===== src/hdl/tld_pkg.sv =====
// Shared types and constants for the tick-driven LED display driver.
// Used by the front, queue, back and top-level modules; depends on nothing.
package tld_pkg;

    // Display models selected by the model register.
    typedef enum logic [1:0] {
        MODEL_NONE     = 2'd0,
        MODEL_LCD      = 2'd1,
        MODEL_PARALLEL = 2'd2,
        MODEL_SERIAL   = 2'd3
    } t_model;

    // Configuration register indexes.
    localparam int unsigned    CFG_INDEX_W   = 3;
    localparam int unsigned    CFG_DATA_W    = 24;
    localparam logic [2:0]     REG_MODEL     = 3'd0;
    localparam logic [2:0]     REG_HEARTBEAT = 3'd1;
    localparam logic [2:0]     REG_DISK      = 3'd2;
    localparam logic [2:0]     REG_RECEIVE   = 3'd3;
    localparam logic [2:0]     REG_TRANSMIT  = 3'd4;

    // Target registers of a write.
    localparam logic PORT_CMD  = 1'b0;
    localparam logic PORT_DATA = 1'b1;

    localparam int unsigned TICKS_DEFAULT = 100;
    localparam int unsigned QUEUE_DEPTH   = 4;
    localparam int unsigned SERIAL_WRITES = 16;

    // One display job handed from the front to the back.
    typedef struct packed {
        logic       serial;  // expand into the serial data/strobe sequence
        logic       port;
        logic [7:0] data;
    } t_job;

endpackage


===== src/hdl/tld_front.sv =====
// Front part: configuration registers, tick counter, LED pattern and job creation.
// Depends on tld_pkg.
module tld_front
    import tld_pkg::*;
#(
    parameter int unsigned TICKS_PER_SECOND = TICKS_DEFAULT
) (
    input  logic                   i_clk,
    input  logic                   i_rst_n,
    input  logic                   i_cfg_we,
    input  logic [CFG_INDEX_W-1:0] i_cfg_index,
    input  logic [CFG_DATA_W-1:0]  i_cfg_data,
    input  logic                   i_in_valid,
    input  logic                   i_tick,
    input  logic                   i_full,
    output logic                   o_in_stall,
    output logic                   o_push,
    output t_job                   o_job
);

    localparam int unsigned CW = $clog2(TICKS_PER_SECOND);
    localparam logic [CW-1:0] LAST  = CW'(TICKS_PER_SECOND - 1);
    localparam logic [CW-1:0] HALF  = CW'(TICKS_PER_SECOND / 2);
    localparam logic [CW-1:0] SIXT  = CW'(TICKS_PER_SECOND / 16);
    localparam logic [CW-1:0] HSIXT = CW'(TICKS_PER_SECOND / 2 + TICKS_PER_SECOND / 16);
    localparam logic          ODD   = 1'(TICKS_PER_SECOND % 2);

    t_model          r_model;
    logic [23:0]     r_codes [4];
    logic [CW-1:0]   r_count, n_count;
    logic [1:0]      r_pos, n_pos;
    logic            n_hb;
    logic [2:0]      r_roll, n_roll;
    logic [3:0]      r_shown;
    logic            r_shown_valid;
    logic [1:0]      r_slot, n_slot;
    logic            r_data_next, n_data_next;
    logic            w_go;
    logic            w_changed;
    logic [3:0]      w_pat;
    logic [23:0]     w_codes;

    assign o_in_stall = i_full;
    assign w_go = i_in_valid && !i_full && i_tick && (r_model != MODEL_NONE);
    assign w_codes = r_codes[r_slot];

    always_comb begin
        n_count = (r_count == LAST) ? '0 : r_count + 1'b1;
        // Heartbeat is on for a sixteenth of the period at the start of each half period;
        // with an odd rate the last count starts a short third half period.
        n_hb = (n_count < SIXT) || (n_count >= HALF && n_count < HSIXT)
             || (ODD && n_count == LAST);
        n_pos  = r_pos;
        n_roll = r_roll;
        if (n_count == '0) begin
            n_pos  = (r_pos >= 2'd2) ? 2'd0 : r_pos + 2'd1;
            n_roll = 3'b001 << n_pos;
        end
        w_pat     = {n_hb, n_roll};
        w_changed = !r_shown_valid || (r_shown != w_pat);

        n_slot      = r_slot;
        n_data_next = r_data_next;
        o_job       = '0;
        case (r_model)
            MODEL_LCD: begin
                if (r_data_next) begin
                    o_job.port  = PORT_DATA;
                    o_job.data  = w_pat[2'd3 - r_slot] ? w_codes[15:8] : w_codes[7:0];
                    n_data_next = 1'b0;
                    n_slot      = r_slot + 2'd1;
                end else begin
                    o_job.port  = PORT_CMD;
                    o_job.data  = w_codes[23:16];
                    n_data_next = 1'b1;
                end
            end
            MODEL_PARALLEL: begin
                o_job.port = PORT_CMD;
                o_job.data = ~{4'b0000, w_pat};
            end
            MODEL_SERIAL: begin
                o_job.serial = 1'b1;
                o_job.port   = PORT_CMD;
                o_job.data   = ~{4'b0000, w_pat};
            end
            default: begin
                o_job = '0;
            end
        endcase
        o_push = w_go && w_changed;
    end

    always_ff @(posedge i_clk) begin
        if (!i_rst_n) begin
            r_model       <= MODEL_NONE;
            r_count       <= '0;
            r_pos         <= '0;
            r_roll        <= '0;
            r_shown_valid <= 1'b0;
            r_slot        <= '0;
            r_data_next   <= 1'b0;
            for (int i = 0; i < 4; i++) begin
                r_codes[i] <= '0;
            end
        end else begin
            if (i_cfg_we) begin
                case (i_cfg_index)
                    REG_MODEL:     r_model    <= t_model'(i_cfg_data[1:0]);
                    REG_HEARTBEAT: r_codes[0] <= i_cfg_data;
                    REG_DISK:      r_codes[1] <= i_cfg_data;
                    REG_RECEIVE:   r_codes[2] <= i_cfg_data;
                    REG_TRANSMIT:  r_codes[3] <= i_cfg_data;
                    default: ;
                endcase
            end
            if (w_go) begin
                r_count <= n_count;
                r_pos   <= n_pos;
                r_roll  <= n_roll;
                if (w_changed) begin
                    r_shown_valid <= 1'b1;
                    r_slot        <= n_slot;
                    r_data_next   <= n_data_next;
                end
            end
        end
    end

    // The shown pattern is only read once it has been written.
    always_ff @(posedge i_clk) begin
        if (w_go && w_changed) begin
            r_shown <= w_pat;
        end
    end

endmodule


===== src/hdl/tld_queue.sv =====
// Short job queue between the front and the back.
// Depends on tld_pkg.
module tld_queue
    import tld_pkg::*;
(
    input  logic i_clk,
    input  logic i_rst_n,
    input  logic i_push,
    input  t_job i_job,
    input  logic i_pop,
    output logic o_full,
    output logic o_empty,
    output t_job o_head
);

    localparam int unsigned AW = $clog2(QUEUE_DEPTH);

    t_job          r_mem [QUEUE_DEPTH];
    logic [AW-1:0] r_wr, r_rd;
    logic [AW:0]   r_fill;

    assign o_full  = (r_fill == (AW+1)'(QUEUE_DEPTH));
    assign o_empty = (r_fill == '0);
    assign o_head  = r_mem[r_rd];

    always_ff @(posedge i_clk) begin
        if (!i_rst_n) begin
            r_wr   <= '0;
            r_rd   <= '0;
            r_fill <= '0;
        end else begin
            if (i_push) begin
                r_wr <= r_wr + 1'b1;
            end
            if (i_pop) begin
                r_rd <= r_rd + 1'b1;
            end
            case ({i_push, i_pop})
                2'b10:   r_fill <= r_fill + 1'b1;
                2'b01:   r_fill <= r_fill - 1'b1;
                default: r_fill <= r_fill;
            endcase
        end
    end

    always_ff @(posedge i_clk) begin
        if (i_push) begin
            r_mem[r_wr] <= i_job;
        end
    end

endmodule


===== src/hdl/tld_back.sv =====
// Back part: expands queued jobs into register writes and holds the output register.
// Depends on tld_pkg.
module tld_back
    import tld_pkg::*;
(
    input  logic       i_clk,
    input  logic       i_rst_n,
    input  logic       i_empty,
    input  t_job       i_head,
    output logic       o_pop,
    input  logic       i_out_stall,
    output logic       o_out_valid,
    output logic       o_target_port,
    output logic [7:0] o_write_byte,
    output logic       o_last_write
);

    localparam int unsigned SW = $clog2(SERIAL_WRITES);
    localparam logic [SW-1:0] STEP_LAST = SW'(SERIAL_WRITES - 1);

    logic [SW-1:0] r_step;
    logic          r_valid;
    logic          r_port;
    logic [7:0]    r_byte;
    logic          r_last;
    logic          w_load;
    logic          w_take;
    logic          n_port;
    logic [7:0]    n_byte;
    logic          n_last;
    logic          w_bit;

    assign w_load = !r_valid || !i_out_stall;
    assign w_take = w_load && !i_empty;

    always_comb begin
        // Serial: two writes per bit, MSB first, the second with the strobe set.
        w_bit  = i_head.data[3'd7 - r_step[SW-1:1]];
        n_port = i_head.port;
        if (i_head.serial) begin
            n_byte = {6'b000000, r_step[0], w_bit};
            n_last = (r_step == STEP_LAST);
        end else begin
            n_byte = i_head.data;
            n_last = 1'b1;
        end
        o_pop = w_take && n_last;
    end

    always_ff @(posedge i_clk) begin
        if (!i_rst_n) begin
            r_valid <= 1'b0;
            r_step  <= '0;
        end else begin
            if (w_load) begin
                r_valid <= !i_empty;
            end
            if (w_take && i_head.serial) begin
                r_step <= n_last ? '0 : r_step + 1'b1;
            end
        end
    end

    always_ff @(posedge i_clk) begin
        if (w_take) begin
            r_port <= n_port;
            r_byte <= n_byte;
            r_last <= n_last;
        end
    end

    assign o_out_valid   = r_valid;
    assign o_target_port = r_port;
    assign o_write_byte  = r_byte;
    assign o_last_write  = r_last;

endmodule


===== src/hdl/tick_led_display_driver.sv =====
// Top level of the tick-driven LED display driver.
// Depends on tld_pkg, tld_front, tld_queue and tld_back.
//
// Usage: each request on the input channel (i_in_valid / o_in_stall) carries one
// timer tick in i_tick. A tick of 1 advances the tick counter, heartbeat and roll
// pattern; when the pattern differs from the one last shown (or nothing was shown
// yet), the display writes for it leave on the output channel (o_out_valid /
// i_out_stall) as target_port, write_byte and last_write, the last write of a tick
// flagged. A tick of 0, or any tick with display model none, produces nothing.
// The configuration port (i_cfg_we, i_cfg_index, i_cfg_data) sets the display
// model and the four LCD slot codes; the user must write it only while the block
// is idle, which the block itself does not enforce. Each tick's job passes a
// four-entry job queue, which separates front and back, and then the output
// register. The back emits one write per cycle unless the receiver stalls, so LCD
// and parallel ticks sustain one per cycle and serial ticks take sixteen writes each.
// When the receiver stalls, the output register holds its write, the queue fills
// and o_in_stall rises once the queue is full. Synchronous reset clears the
// counters, the pattern, the shown flag, the LCD slot state, the queue and the
// output valid; the model register resets to none and the slot codes to zero.
module tick_led_display_driver
    import tld_pkg::*;
#(
    parameter int unsigned TICKS_PER_SECOND = TICKS_DEFAULT
) (
    input  logic                   i_clk,
    input  logic                   i_rst_n,
    input  logic                   i_cfg_we,
    input  logic [CFG_INDEX_W-1:0] i_cfg_index,
    input  logic [CFG_DATA_W-1:0]  i_cfg_data,
    input  logic                   i_in_valid,
    output logic                   o_in_stall,
    input  logic                   i_tick,
    output logic                   o_out_valid,
    input  logic                   i_out_stall,
    output logic                   o_target_port,
    output logic [7:0]             o_write_byte,
    output logic                   o_last_write
);

    logic w_push;
    logic w_pop;
    logic w_full;
    logic w_empty;
    t_job w_job;
    t_job w_head;

    // The front classifies each tick and turns a pattern change into one job.
    tld_front #(
        .TICKS_PER_SECOND(TICKS_PER_SECOND)
    ) u_front (
        .i_clk       (i_clk),
        .i_rst_n     (i_rst_n),
        .i_cfg_we    (i_cfg_we),
        .i_cfg_index (i_cfg_index),
        .i_cfg_data  (i_cfg_data),
        .i_in_valid  (i_in_valid),
        .i_tick      (i_tick),
        .i_full      (w_full),
        .o_in_stall  (o_in_stall),
        .o_push      (w_push),
        .o_job       (w_job)
    );

    // The queue lets the front keep accepting ticks while the back is busy.
    tld_queue u_queue (
        .i_clk   (i_clk),
        .i_rst_n (i_rst_n),
        .i_push  (w_push),
        .i_job   (w_job),
        .i_pop   (w_pop),
        .o_full  (w_full),
        .o_empty (w_empty),
        .o_head  (w_head)
    );

    // The back expands each job into one or sixteen writes.
    tld_back u_back (
        .i_clk         (i_clk),
        .i_rst_n       (i_rst_n),
        .i_empty       (w_empty),
        .i_head        (w_head),
        .o_pop         (w_pop),
        .i_out_stall   (i_out_stall),
        .o_out_valid   (o_out_valid),
        .o_target_port (o_target_port),
        .o_write_byte  (o_write_byte),
        .o_last_write  (o_last_write)
    );

    // A job is never created while the queue has no room for it.
    a_no_push_when_full: assert property (@(posedge i_clk) disable iff (!i_rst_n)
        w_push |-> !w_full)
        else $error("job pushed into a full queue");

    // Only serial writes are not the last of their tick, and they carry two bits.
    a_serial_shape: assert property (@(posedge i_clk) disable iff (!i_rst_n)
        (o_out_valid && !o_last_write) |-> (o_target_port == PORT_CMD
            && o_write_byte[7:2] == 6'b000000))
        else $error("non-final write is not a serial write");

    // An LCD data write is always the single write of its tick.
    a_lcd_data_last: assert property (@(posedge i_clk) disable iff (!i_rst_n)
        (o_out_valid && o_target_port == PORT_DATA) |-> o_last_write)
        else $error("LCD data write not flagged as last");

endmodule


===== config.mk =====
export PLATFORM = sky130hd
export DESIGN_NAME = tick_led_display_driver
export DESIGN_NICKNAME = d
export VERILOG_FILES = /design/src/hdl/tld_pkg.sv /design/src/hdl/tld_front.sv /design/src/hdl/tld_queue.sv /design/src/hdl/tld_back.sv /design/src/hdl/tick_led_display_driver.sv
export SDC_FILE = /design/constraint.sdc
export NUM_CORES = 1
export LEC_CHECK = 0
export BUFFER_PORTS_ARGS = -buffer_cell sky130_fd_sc_hd__buf_2
export CORE_ASPECT_RATIO = 1.75
export CORE_UTILIZATION = 45
export DETAILED_ROUTE_END_ITERATION = 8
export SYNTH_ARGS = -nofsm -noshare
export SYNTH_HDL_FRONTEND = slang
export SYNTH_SLANG_ARGS = --single-unit

===== constraint.sdc =====
create_clock -name i_clk -period 6.5 [get_ports i_clk]
set_input_delay 1.3 -clock i_clk [delete_from_list [all_inputs] [get_ports i_clk]]
set_output_delay 1.3 -clock i_clk [all_outputs]
set_load 0.03 [all_outputs]

==> flow_metrics.py <==
metrics = {
    "grt": {
        "overflow": 0,
        "grt_max_degree": 35,
        "antenna_found_initial": 0,
        "grt.total_usage_pct": 19.6,
        "grt_pass1_wl_mm": 27.6,
        "grt_pass1_vias": 5164,
    },
    "logic_synthesis": {
        "synthCells": 590,
        "synth-edff-count": 150,
        "syn_area_mm2": 0.00833,
        "yosys_most_used_dff": "edfxtp_1",
        "synthDistinctLibCells": 59,
        "ys_seq_elements": 184,
        "ys_seq_area_share_pct": 62.2,
        "ys_warn_count": 0,
        "synth-async-reset-ratio_pct": 0,
        "synth_fp_nets": 632,
        "syn_area_per_cell_um2": 14.1,
    },
    "timing": {
        "finalCritPeriodShare_pct": 65.9,
        "hold_violations": 0,
        "slew_headroom_pct": 26.1,
        "setup_tns_ns": 0,
        "final-max-slew-violation-count": 0,
        "rsz0062_at_grt": "false",
        "worst_slew_pin_slew_ns": 1.10,
        "finalSetupViolCount": 0,
        "fin_skew_ns": 0.00911,
        "min_period_ns": 4.28,
        "fmax_ghz": 0.233,
    },
    "pwr": {
        "switching_share_pct": 21.5,
        "power_density_mw_per_mm2": 261,
        "seqPwrFrac_pct": 54.1,
        "power.switching_uw": 526,
        "peakVddDrop_mv": 0.152,
        "clkPwrFrac_pct": 42.6,
        "power.leakage_uw": 0.00321,
        "p_int_uw": 1920,
        "power_frac_comb_pct": 3.4,
    },
    "cts": {
        "h-tree-depth": 4,
        "cts_tree": "done",
        "clkTransAtPathRegs_ns": 0.07,
        "cts_inserted_buffers": 17,
        "cts_resized": 0,
        "root_buffer": "clkbuf_16",
        "clock_latency_ns": 0.43,
        "cts_post_setup_buffers_inserted": 0,
        "cts_hold_buf": 0,
        "numClockSinks": 184,
        "cts_buffer_depth": 2,
    },
    "cells_and_area": {
        "drive_gt1_share_pct": 21.8,
        "fin_util_pct": 52.0,
        "area_growth_syn_to_layout_pct": 12.7,
        "instances_no_fill": 875,
        "fin_nets": 670,
        "n_antenna_cell": 0,
        "multiInputGateArea_mm2": 0.00302,
        "regArea_mm2": 0.00518,
        "fill_cells": 1547,
    },
    "job": {
        "maxCapViolations": 0,
    },
    "detailed_routing": {
        "ant_nets": 0,
        "via_per_inst": 5.48,
        "drc_errors": 0,
        "post_drt_wl_per_cell_um": 19.8,
        "via_count": 4793,
        "routed_wl_mm": 17.4,
        "drtIter0Drc": 189,
        "firstDrtPassIters": 4,
    },
    "die": {
        "io_pins": 45,
        "num_rows": 65,
        "die_h_um": 182,
        "core_area_mm2": 0.0181,
        "die_w_um": 105,
        "die_area_mm2": 0.0191,
        "initial_utilization_pct": 46.2,
    },
    "worst_setup_path": {
        "cp-end-kind": "flop",
        "crit_path_end": "u_queue.r_fill[2]",
        "worstPathCellList": "ha_1 > nand4bb_1 > a21oi_1 > o211ai_1 > a21oi_4 > xor2_1 > a211oi_4 > nor3_4 > inv_1 > ha_1 > fa_1 > xnor2_1 > or3_1 > a21oi_1",
        "crit_fanout": 15,
        "max_stage_delay_ns": 0.48,
        "worst_ep_required_time_ns": 6.83,
        "r2r_start": "u_front.r_count[0]",
        "cp_slowest_cell": "ha_1",
        "worstSetupPathType": "flop to flop",
        "cp-startpoint": "u_front.r_count[0]",
        "r2r_cells": 14,
        "critical_path_arrival_ns": 4.61,
        "r2r_slack_ns": 2.22,
        "crit_path_start_kind": "flop",
        "timing.rr.end": "u_queue.r_fill[2]",
    },
    "placement": {
        "io_buffers": 44,
        "dp_cells": 843,
        "dp_hpwl_mm": 11.6,
        "gp_congestion": 0.793,
    },
    "hold_path": {
        "hold_class": "flop to flop",
    },
    "outcome": {
        "status": "complete, no violations",
    },
}
## registers in the layout (all words and copies together) (netlist names), named ones only
| signal | cells |
|---|---|
| u_queue.r_fill | 3 |
| u_back.o_last_write | 1 |
| u_back.o_write_byte | 8 |
| u_front.r_model | 2 |
| u_front.r_pos | 2 |
| u_front.r_slot | 2 |
| u_queue.r_mem | 40 |
| u_front.r_count | 7 |
| u_back.r_step | 4 |
| u_front.r_data_next | 1 |
| u_queue.r_wr | 2 |
| u_front.r_codes | 96 |
| u_queue.r_rd | 2 |
| u_back.o_target_port | 1 |
| u_front.r_roll | 3 |
| u_front.r_shown | 4 |
| u_front.r_shown_valid | 1 |
| u_back.o_out_valid | 1 |
## layout make-up
| class | instances | share of cell area, % |
|---|---|---|
| Inverter | 7 | 0.280 |
| Clock inverter | 11 | 0.972 |
| Sequential cell | 184 | 55.2 |
| Multi-Input combinational cell | 368 | 32.1 |
| Tap cell | 234 | 3.12 |
| Timing Repair Buffer | 50 | 2.82 |
| Clock buffer | 21 | 5.47 |
## power by group through the flow
| stage | clock network (uW) | logic (uW) | registers [uW] |
|---|---|---|---|
| final | 1040 | 82.2 | 1320 |
| after global routing | 1110 | 89.6 | 1330 |
| after CTS | 1060 | 84.3 | 1320 |
| after detailed placement | 0 | 84.2 | 1350 |
| after global placement | 0 | 82.2 | 1350 |
| after floorplan | 0 | 44.3 | 1350 |
## worst min-delay path by stage
stage,from,to,cells after the start
4_1_cts,u_back.o_out_valid,u_back.o_out_valid,2
2_1_floorplan,u_front.r_shown_valid,u_front.r_shown_valid,2
5_1_grt,u_front.r_shown_valid,u_front.r_shown_valid,2
3_5_place_dp,u_back.o_out_valid,u_back.o_out_valid,2
6_report,u_back.o_out_valid,u_back.o_out_valid,2
3_3_place_gp,u_back.o_out_valid,u_back.o_out_valid,2
## stage by stage
step / setup WS [ns] / total power (uW) / area, um2 / hold WS [ns]
floorplan: 2.74 / 1390 / 8330 / 0.434
global route: 1.82 / 2520 / 9390 / 0.519
CTS: 2.20 / 2470 / 9390 / 0.487
global placement: 2.36 / 1430 / 8790 / 0.455
detailed placement: 2.22 / 1430 / 8790 / 0.476
finish: 2.22 / 2450 / 9390 / 0.479
## metal layers
| metal | track usage (%) | vias to the layer above | routed length [um] |
|---|---|---|---|
| met3 | 3.88 | 27 | 524 |
| met1 | 19.6 | 2376 | 6360 |
| met4 | 9.24 | 0 | 466 |
| li1 | - | 2278 | - |
| met2 | 38.0 | 112 | 10000 |
| met5 | 0 | - | 0 |
## cell usage after synthesis, drive strengths merged (6+ instances only)
cell type,n,share of area (%)
edfxtp,150,54
nor2,34,1.6
o22ai,13,0.98
and2,105,7.9
nor3,8,0.62
inv,6,0.27
nor2b,13,0.98
mux4,36,9.7
ha,8,1.2
o21ai,27,1.7
clkbuf,22,1.0
nand3,10,0.60
dfxtp,34,8.2
a21oi,19,1.3
xor2,8,0.84
buf,9,0.60
nand2,20,0.90
mux2i,15,1.8
## cells by family (layout without fill, tap and decap cells)
group                      count (synthesis)  in the layout  synth area share (%)
and+or+nand+nor                          214            214                  14.8
DFF                                      184            184                  62.2
AOI/OAI and AO/OA                         76             76                  5.98
muxes                                     56             56                  12.3
buffers and inverters                     38             89                  1.92
xor gates and xnor gates                  13             13                  1.37
adders and majority gates                  9              9                  1.44
## worst max-delay path: cells and delay by family, from the launching register on
family | cells | cell delay [ns]
AOI/OAI and AO/OA | 5 | 1.22
adders and majority gates | 3 | 1.11
and+or+nand+nor | 3 | 0.89
xor gates and xnor gates | 2 | 0.42
DFF | 1 | 0.42
buffers and inverters | 1 | 0.10
## cell usage in the layout (no fill, tap or decap), drive strengths merged, types with 3 or more instances in the layout
cell and n:
a211oi 3, nor3 8, and3 3, nand4 4
ha 8, xor2 8, xnor2 5, mux2i 15
nor2b 13, and2 105, edfxtp 150, clkinv 3
inv 14, buf 50, clkbuf 21, dfxtp 34
nand3 10, or3 5, mux4 36, nor2 34
mux2 5, nand3b 3, o21ai 27, o22ai 13
nand2 20, a21oi 19
No activity file was read; power rests on OpenSTA's default activity.
